==> src/design/ralr_pkg.sv <==
// Shared constants and types for the register access link responder.
// Used by ralr_regfile and register_access_link_responder; no dependencies.
`default_nettype none

package ralr_pkg;

    localparam int REG_COUNT      = 32;
    localparam int FIRST_WRITABLE = 8;
    localparam int ADDR_W         = $clog2(REG_COUNT);
    localparam int CNT_W          = $clog2(REG_COUNT + 1);

    localparam logic [7:0] REG_COUNT_B      = 8'(REG_COUNT);
    localparam logic [7:0] FIRST_WRITABLE_B = 8'(FIRST_WRITABLE);

    localparam logic [7:0] KIND_PING   = 8'h01;
    localparam logic [7:0] KIND_READ   = 8'h02;
    localparam logic [7:0] KIND_WRITE  = 8'h03;
    localparam logic [7:0] REPLY_PONG  = 8'h11;
    localparam logic [7:0] REPLY_REG   = 8'h12;
    localparam logic [7:0] FRAME_START = 8'hFF;

    typedef struct packed {
        logic              en;
        logic [ADDR_W-1:0] addr;
        logic [7:0]        data;
    } t_wr_req;

endpackage

`default_nettype wire

==> src/design/register_access_link_responder.sv <==
// Slave side of a byte-framed register link: message parsing, writes and replies.
// Depends on ralr_pkg and ralr_regfile.
// An input word is taken when valid in S_IDLE; after the last byte, a reply starts from S_FF or S_ECHO.
// While the receiver is ready, a reply streams one word per cycle from the output register; register bytes are
// prefetched from the register file into its registered read data through its single read port.
// No input word is taken until the last reply word has been loaded into the output register.
// Synchronous active-low reset clears the state machine, message tracking, output valid and register file valid bits.
`default_nettype none

module register_access_link_responder
    import ralr_pkg::*;
(
    input  wire logic        i_clk,
    input  wire logic        i_rst_n,
    input  wire logic        i_s_tvalid,
    output logic             o_s_tready,
    input  wire logic [23:0] i_s_tdata,  // msg_byte[7:0], local_addr[12:8], local_value[20:13]
    input  wire logic        i_s_tlast,
    input  wire logic        i_s_tuser,  // func
    output logic             o_m_tvalid,
    input  wire logic        i_m_tready,
    output logic [7:0]       o_m_tdata,  // out_byte[7:0]
    output logic             o_m_tlast
);

    localparam logic [2:0] S_IDLE = 3'd0;
    localparam logic [2:0] S_FF   = 3'd1;
    localparam logic [2:0] S_LEN  = 3'd2;
    localparam logic [2:0] S_KIND = 3'd3;
    localparam logic [2:0] S_DATA = 3'd4;
    localparam logic [2:0] S_SUM  = 3'd5;
    localparam logic [2:0] S_ECHO = 3'd6;

    logic [2:0]        r_state, n_state;
    logic [7:0]        r_pos, n_pos;
    logic [7:0]        r_msg_kind, n_msg_kind;
    logic [7:0]        r_start, n_start;
    logic [7:0]        r_count, n_count;
    logic              r_refused, n_refused;
    logic [7:0]        r_len, n_len;
    logic [7:0]        r_rkind, n_rkind;
    logic [7:0]        r_sum, n_sum;
    logic [CNT_W-1:0]  r_remain, n_remain;
    logic [ADDR_W-1:0] r_rd_ptr, n_rd_ptr;
    logic              r_out_valid, n_out_valid;
    logic [7:0]        r_out_byte, n_out_byte;
    logic              r_out_last, n_out_last;

    logic              w_acc;
    logic              w_load;
    logic [7:0]        w_byte;
    logic [7:0]        w_laddr;
    logic [8:0]        w_target;
    logic [8:0]        w_end;
    logic              w_rd_en;
    logic [7:0]        w_rd_data;
    t_wr_req           w_wr;

    assign o_s_tready = (r_state == S_IDLE);
    assign w_acc      = i_s_tvalid && o_s_tready;
    assign w_load     = !r_out_valid || i_m_tready;
    assign w_byte     = i_s_tdata[7:0];
    assign w_laddr    = {3'b000, i_s_tdata[12:8]};
    assign w_target   = {1'b0, r_start} + {1'b0, r_pos} - 9'd2;
    assign w_end      = {1'b0, n_start} + {1'b0, n_count};

    always_comb begin
        n_state     = r_state;
        n_pos       = r_pos;
        n_msg_kind  = r_msg_kind;
        n_start     = r_start;
        n_count     = r_count;
        n_refused   = r_refused;
        n_len       = r_len;
        n_rkind     = r_rkind;
        n_sum       = r_sum;
        n_remain    = r_remain;
        n_rd_ptr    = r_rd_ptr;
        n_out_valid = r_out_valid && !i_m_tready;
        n_out_byte  = r_out_byte;
        n_out_last  = r_out_last;
        w_rd_en     = 1'b0;
        w_wr.en     = 1'b0;
        w_wr.addr   = w_laddr[ADDR_W-1:0];
        w_wr.data   = i_s_tdata[20:13];

        unique case (r_state)
            S_IDLE: begin
                if (w_acc && i_s_tuser) begin
                    w_wr.en = (w_laddr < REG_COUNT_B);
                end else if (w_acc) begin
                    if (r_pos == 8'd0) begin
                        n_msg_kind = w_byte;
                    end else if (r_pos == 8'd1) begin
                        n_start   = w_byte;
                        n_refused = (w_byte < FIRST_WRITABLE_B);
                    end else begin
                        if (r_pos == 8'd2) begin
                            n_count = w_byte;
                        end
                        w_wr.addr = w_target[ADDR_W-1:0];
                        w_wr.data = w_byte;
                        w_wr.en   = (r_msg_kind == KIND_WRITE) && !r_refused
                                    && (w_target < {1'b0, REG_COUNT_B});
                    end
                    if (i_s_tlast) begin
                        n_pos = 8'd0;
                        if (n_msg_kind == KIND_PING) begin
                            n_len    = 8'd2;
                            n_rkind  = REPLY_PONG;
                            n_remain = '0;
                            n_state  = S_FF;
                        end else if (n_msg_kind == KIND_READ) begin
                            if (r_pos >= 8'd2 && w_end <= {1'b0, REG_COUNT_B}) begin
                                n_len    = n_count + 8'd2;
                                n_rkind  = REPLY_REG;
                                n_remain = n_count[CNT_W-1:0];
                                n_rd_ptr = n_start[ADDR_W-1:0];
                                n_state  = S_FF;
                            end
                        end else if (n_msg_kind != KIND_WRITE) begin
                            n_state = S_ECHO;
                        end
                    end else if (r_pos != 8'hFF) begin
                        n_pos = r_pos + 8'd1;
                    end
                end
            end
            S_FF: begin
                if (w_load) begin
                    n_out_valid = 1'b1;
                    n_out_byte  = FRAME_START;
                    n_out_last  = 1'b0;
                    n_state     = S_LEN;
                end
            end
            S_LEN: begin
                if (w_load) begin
                    n_out_valid = 1'b1;
                    n_out_byte  = r_len;
                    n_out_last  = 1'b0;
                    n_sum       = r_len;
                    n_state     = S_KIND;
                end
            end
            S_KIND: begin
                if (w_load) begin
                    n_out_valid = 1'b1;
                    n_out_byte  = r_rkind;
                    n_out_last  = 1'b0;
                    n_sum       = r_sum + r_rkind;
                    if (r_remain != '0) begin
                        w_rd_en  = 1'b1;
                        n_rd_ptr = r_rd_ptr + ADDR_W'(1);
                        n_state  = S_DATA;
                    end else begin
                        n_state = S_SUM;
                    end
                end
            end
            S_DATA: begin
                if (w_load) begin
                    n_out_valid = 1'b1;
                    n_out_byte  = w_rd_data;
                    n_out_last  = 1'b0;
                    n_sum       = r_sum + w_rd_data;
                    n_remain    = r_remain - CNT_W'(1);
                    if (r_remain != CNT_W'(1)) begin
                        w_rd_en  = 1'b1;
                        n_rd_ptr = r_rd_ptr + ADDR_W'(1);
                    end else begin
                        n_state = S_SUM;
                    end
                end
            end
            S_SUM: begin
                if (w_load) begin
                    n_out_valid = 1'b1;
                    n_out_byte  = ~r_sum;
                    n_out_last  = 1'b1;
                    n_state     = S_IDLE;
                end
            end
            S_ECHO: begin
                if (w_load) begin
                    n_out_valid = 1'b1;
                    n_out_byte  = r_msg_kind;
                    n_out_last  = 1'b1;
                    n_state     = S_IDLE;
                end
            end
            default: begin
                n_state = S_IDLE;
            end
        endcase
    end

    ralr_regfile u_regfile (
        .i_clk     (i_clk),
        .i_rst_n   (i_rst_n),
        .i_wr      (w_wr),
        .i_rd_en   (w_rd_en),
        .i_rd_addr (r_rd_ptr),
        .o_rd_data (w_rd_data)
    );

    always_ff @(posedge i_clk) begin
        if (!i_rst_n) begin
            r_state     <= S_IDLE;
            r_pos       <= 8'd0;
            r_msg_kind  <= 8'd0;
            r_start     <= 8'd0;
            r_count     <= 8'd0;
            r_refused   <= 1'b0;
            r_remain    <= '0;
            r_out_valid <= 1'b0;
        end else begin
            r_state     <= n_state;
            r_pos       <= n_pos;
            r_msg_kind  <= n_msg_kind;
            r_start     <= n_start;
            r_count     <= n_count;
            r_refused   <= n_refused;
            r_remain    <= n_remain;
            r_out_valid <= n_out_valid;
        end
    end

    always_ff @(posedge i_clk) begin
        r_len      <= n_len;
        r_rkind    <= n_rkind;
        r_sum      <= n_sum;
        r_rd_ptr   <= n_rd_ptr;
        r_out_byte <= n_out_byte;
        r_out_last <= n_out_last;
    end

    assign o_m_tvalid = r_out_valid;
    assign o_m_tdata  = r_out_byte;
    assign o_m_tlast  = r_out_last;

    a_no_rw_overlap: assert property (@(posedge i_clk) disable iff (!i_rst_n)
        w_rd_en |-> !w_wr.en)
        else $error("Register file read and write in the same cycle.");

    a_write_on_accept: assert property (@(posedge i_clk) disable iff (!i_rst_n)
        w_wr.en |-> w_acc)
        else $error("Register file written without an accepted word.");

    a_data_remaining: assert property (@(posedge i_clk) disable iff (!i_rst_n)
        (r_state == S_DATA) |-> (r_remain != '0))
        else $error("Data phase entered with no register bytes left.");

    a_sum_closes_frame: assert property (@(posedge i_clk) disable iff (!i_rst_n)
        (r_state == S_SUM && w_load) |=> (o_m_tvalid && o_m_tlast))
        else $error("Checksum word not presented as the last word.");

endmodule

`default_nettype wire

==> src/design/ralr_regfile.sv <==
// Register file memory with one write port and one registered read port.
// Depends on ralr_pkg; per-entry valid bits make unwritten entries read as zero.
`default_nettype none

module ralr_regfile
    import ralr_pkg::*;
(
    input  wire logic              i_clk,
    input  wire logic              i_rst_n,
    input  wire t_wr_req           i_wr,
    input  wire logic              i_rd_en,
    input  wire logic [ADDR_W-1:0] i_rd_addr,
    output logic [7:0]             o_rd_data
);

    logic [7:0]     r_mem [REG_COUNT];
    logic [REG_COUNT-1:0] r_valid;
    logic [7:0]     r_rd_data;
    logic           r_rd_valid;

    always_ff @(posedge i_clk) begin
        if (i_wr.en) begin
            r_mem[i_wr.addr] <= i_wr.data;
        end
        if (i_rd_en) begin
            r_rd_data <= r_mem[i_rd_addr];
        end
    end

    always_ff @(posedge i_clk) begin
        if (!i_rst_n) begin
            r_valid    <= '0;
            r_rd_valid <= 1'b0;
        end else begin
            if (i_wr.en) begin
                r_valid[i_wr.addr] <= 1'b1;
            end
            if (i_rd_en) begin
                r_rd_valid <= r_valid[i_rd_addr];
            end
        end
    end

    assign o_rd_data = r_rd_valid ? r_rd_data : 8'h00;

endmodule

`default_nettype wire

==> config.mk <==
export PLATFORM = sky130hd
export DESIGN_NAME = register_access_link_responder
export DESIGN_NICKNAME = d
export VERILOG_FILES = /design/src/design/ralr_pkg.sv /design/src/design/register_access_link_responder.sv /design/src/design/ralr_regfile.sv
export SDC_FILE = /design/constraint.sdc
export NUM_CORES = 1
export LEC_CHECK = 0
export ABC_AREA = 1
export BUFFER_PORTS_ARGS = -buffer_cell sky130_fd_sc_hd__buf_2
export CAP_MARGIN = 30
export CORE_ASPECT_RATIO = 1.1
export CORE_MARGIN = 2
export CORE_UTILIZATION = 40
export DETAILED_ROUTE_END_ITERATION = 7
export GPL_ROUTABILITY_DRIVEN = 1
export SYNTH_ARGS = -nofsm -noshare
export SYNTH_HDL_FRONTEND = slang
export SYNTH_HIERARCHICAL = 1
export SYNTH_SLANG_ARGS = --single-unit
==> constraint.sdc <==
create_clock -name i_clk -period 4.9 [get_ports i_clk]
set_input_delay 0.98 -clock i_clk [delete_from_list [all_inputs] [get_ports i_clk]]
set_output_delay 0.98 -clock i_clk [all_outputs]
set_load 0.1 [all_outputs]
==> flow_summary_export.csv <==
group,metric,value,unit
clocking,clock_sinks,372,
setup_path,crit_required,5.09,ns
sta,worst_pin_slew,1.058,ns
clocking,tritoncts,"done",
sta,rsz0062_at_grt,"false",
setup_path,path_class,"reg2reg",
logic_synthesis,yosysSeqAreaShare,0.5949,
global_route,antenna_found_initial,0,
clocking,clk_latency,0.56,ns
clocking,htree_levels,2,
setup_path,cp-endpoint,"r_rd_ptr[0]",
route,viasPerCell,5.181,
clocking,clock_path_buffers,3,
route,vias,13120,
global_route,grt_max_degree,148,
global_route,grt_pass1_vias,12750,
die,placementRows,80,
die,die_w,203.4,um
logic_synthesis,post_synth.cell_area_avg,9.328,um^2
clocking,cts_buffers,41,
logic_synthesis,synth_seq_cells,372,
cells_and_area,antenna_cells,0,
die,start_util,0.4047,
route,routed_wl,44480,um
die,chipHeight,223.4,um
setup_path,startpoint,"r_pos[6]",
setup_path,arrival,4.41,ns
setup_path,worstSetupEndpointType,"register",
cells_and_area,area_growth,13.00,%
clocking,cts_resized,0,
clocking,post_cts_buffers,0,
cells_and_area,drive_above_1_share,0.09142,
setup_path,crit_path_start_kind,"register",
sta,clock_skew,0.01692,ns
route,wl_met3,2964,um
setup_path,path_cells,"nor2_1 -> nand2_1 -> inv_1 -> nand4_1 -> nand2_1 -> o21a_1 -> nand2_1 -> o21ai_0 -> ha_1 -> inv_1 -> fa_1 -> o21ai_0 -> nor2_1 -> nand3_1 -> o21ai_0 -> nand3_1 -> nor2_1 -> nor2_1 -> nor2_1",
power_and_ir_drop,max-vdd-ir-drop,0.0004134,V
route,first_pass_iters,5,
clocking,path_clk_slew,0.06,ns
clocking,cts_hold_buffers,0,
logic_synthesis,yosysTopAreaCell,"edfxtp_1",
global_route,grt_pass1_wl,69740,um
global_route,grt_overflow,0,
die,dieArea,0.04544,mm^2
outcome,status,"completed",
sta,timing.final.crit_share,0.8608,
route,drt.antenna.violating_nets,0,
logic_synthesis,synth_edf_count,296,
setup_path,rrSetupSlack,0.68,ns
route,top_layer,"met4",
logic_synthesis,syn_nets,1947,
logic_synthesis,yosysMostFrequentCell,"nand2_1",
die,ios,41,
setup_path,crit_fanout,12,
power_and_ir_drop,power.total,10.47,mW
route,wl_per_cell,17.57,um
logic_synthesis,synth_cells,1876,
logic_synthesis,synth_area,0.01750,mm^2
setup_path,crit_path_frequent_cell,"nor2_1",
sta,slew_viol_final,0,
sta,hold_violations,0,
power_and_ir_drop,p_per_area,529.6,mW/mm^2
logic_synthesis,synth.area.top_cells,"edfxtp_1, nand2_1, dfxtp_1",
setup_path,crit_family,"simple AND/OR/NAND/NOR gates",
cells_and_area,finalNetCount,1997,
setup_path,critPathSlowestCell,"fa_1",
logic_synthesis,yosys_warnings,6,
setup_path,worstReg2RegEnd,"r_rd_ptr[0]",
run,drv_cap,0,
placement,gp_congestion,0.9086,
route,met2_length,21210,um
setup_path,path_buf_inv,2,
sta,relSlewSlack,0.2948,
sta,timing.setup.tns,0,ns
setup_path,slowest_delay,0.46,ns
route,met1_length,19040,um
placement,io_buffers,37,
clocking,clk_root_buffer_cell,"clkbuf_16",
route,drc,0,
sta,min_period,4.218,ns
logic_synthesis,synth_top_cell_area_share,0.5079,
logic_synthesis,async_flop_share,0,
sta,finalSetupViolCount,0,
logic_synthesis,synthTopCellsByCount,"nand2_1, edfxtp_1, nor2_1, inv_1, nand3_1",
power_and_ir_drop,p_leak,7.856,nW
die,core,0.04324,mm^2
min_path,hold_start,"u_regfile/r_valid[1]",
route,drtIter0Drc,1222,
logic_synthesis,synth-main-ff-cell,"edfxtp_1",
placement,hpwl,28640,um
min_path,holdCritPathClass,"reg2reg",
setup_path,crit_cells,19,
setup_path,r2r_start,"r_pos[6]",
setup_path,ff2ff_path_depth,19,
sta,fmax,0.2371,GHz
global_route,grtUsageTotal,0.1973,
logic_synthesis,ys_types,48,
cells by family (layout without fill, tap and decap cells):
group                    count (synthesis)  count (layout)  share of synthesized area
AO/OA/AOI/OAI                          286             286                    0.09417
XOR/XNOR                                11              11                   0.005505
adder cells (fa/ha/maj)                 41              41                    0.03060
buffers and inverters                  259             341                    0.06213
flip-flops                             372             372                     0.5949
multiplexers                             2               2                   0.001287
AND/OR/NAND/NOR                        905             905                     0.2114
layout make-up:
class | instances | area, um^2
fill | 4110 | 23470
sequential | 372 | 10410
multi-input combinational | 1245 | 6032
clock buffer | 56 | 1122
tap | 574 | 718.2
inverter | 180 | 678.2
timing repair buffer | 86 | 605.6
clock inverter | 19 | 207.7
state kept, by name (all words and copies together) (netlist names), 6 cells and up:
| register | count |
|---|---|
| u_regfile/r_valid | 32 |
| r_count | 8 |
| u_regfile/r_mem | 256 |
| r_start | 8 |
| r_len | 8 |
| r_msg_kind | 8 |
| r_pos | 8 |
| o_m_tdata | 8 |
| r_remain | 6 |
| r_sum | 8 |
| u_regfile/r_rd_data | 8 |
worst min-delay path, stage by stage (launching register included):
cell and delay, ns:
dfxtp_1 0.32, nor2_1 0.05, nor2_1 0.07
placed cells by master (no fill, tap or decap), types with 5 or more instances in the layout:
| master | netlist | routed |
|---|---|---|
| a21oi_1 | 91 | 91 |
| and2_1 | 5 | 5 |
| buf_2 | 30 | 37 |
| buf_4 | 2 | 45 |
| clkbuf_1 | 33 | 11 |
| clkbuf_16 | 0 | 41 |
| clkinv_1 | 3 | 8 |
| dfxtp_1 | 76 | 76 |
| edfxtp_1 | 296 | 296 |
| ha_1 | 38 | 38 |
| inv_1 | 168 | 168 |
| inv_2 | 8 | 8 |
| nand2_1 | 449 | 449 |
| nand3_1 | 125 | 125 |
| nand4_1 | 7 | 7 |
| nor2_1 | 279 | 279 |
| nor3_1 | 23 | 23 |
| o2111ai_1 | 9 | 9 |
| o211ai_1 | 24 | 24 |
| o21ai_0 | 105 | 97 |
| o21ai_1 | 10 | 10 |
| o21ai_2 | 1 | 9 |
| o31ai_1 | 26 | 26 |
| xor2_1 | 7 | 7 |
metrics by stage:
stage / instance area, um^2 / setup slack [ns] / hold WS [ns] / instances / util
2_1_floorplan: 17500 / 0.3111 / 0.4402 / 1876 / -
3_3_place_gp: 18400 / 0.5876 / 0.4493 / 2455 / 0.4256
3_5_place_dp: 18440 / 0.5270 / 0.4587 / 2457 / 0.4265
4_1_cts: 19770 / 0.7117 / 0.4726 / 2532 / 0.4573
5_1_grt: 19770 / 0.3396 / 0.4969 / 2532 / 0.4573
6_report: 19770 / 0.6819 / 0.4689 / 2532 / 0.4573
layer usage:
layer  vias up  GRT usage
met5         -          0
met4         0    0.06499
met3        76    0.03579
met2       431     0.3323
met1      6186     0.2567
li1       6425          -
worst min-delay path by stage:
stage / to / slack (ns) / depth (start not counted)
3_5_place_dp: u_regfile/r_valid[7] / 0.46 / 2
5_1_grt: u_regfile/r_valid[18] / 0.50 / 2
6_report: u_regfile/r_valid[1] / 0.47 / 2
2_1_floorplan: u_regfile/r_valid[11] / 0.44 / 2
3_3_place_gp: u_regfile/r_valid[12] / 0.45 / 2
4_1_cts: u_regfile/r_valid[7] / 0.47 / 2
power breakdown:
group	switching, mW	total (mW)	internal (mW)
Sequential	0.130	3.85	3.72
Combinational	2.61	3.56	0.956
Clock	1.25	3.07	1.82
Total	3.98	10.5	6.49
Note: power is estimated with default switching activity, not from simulation.
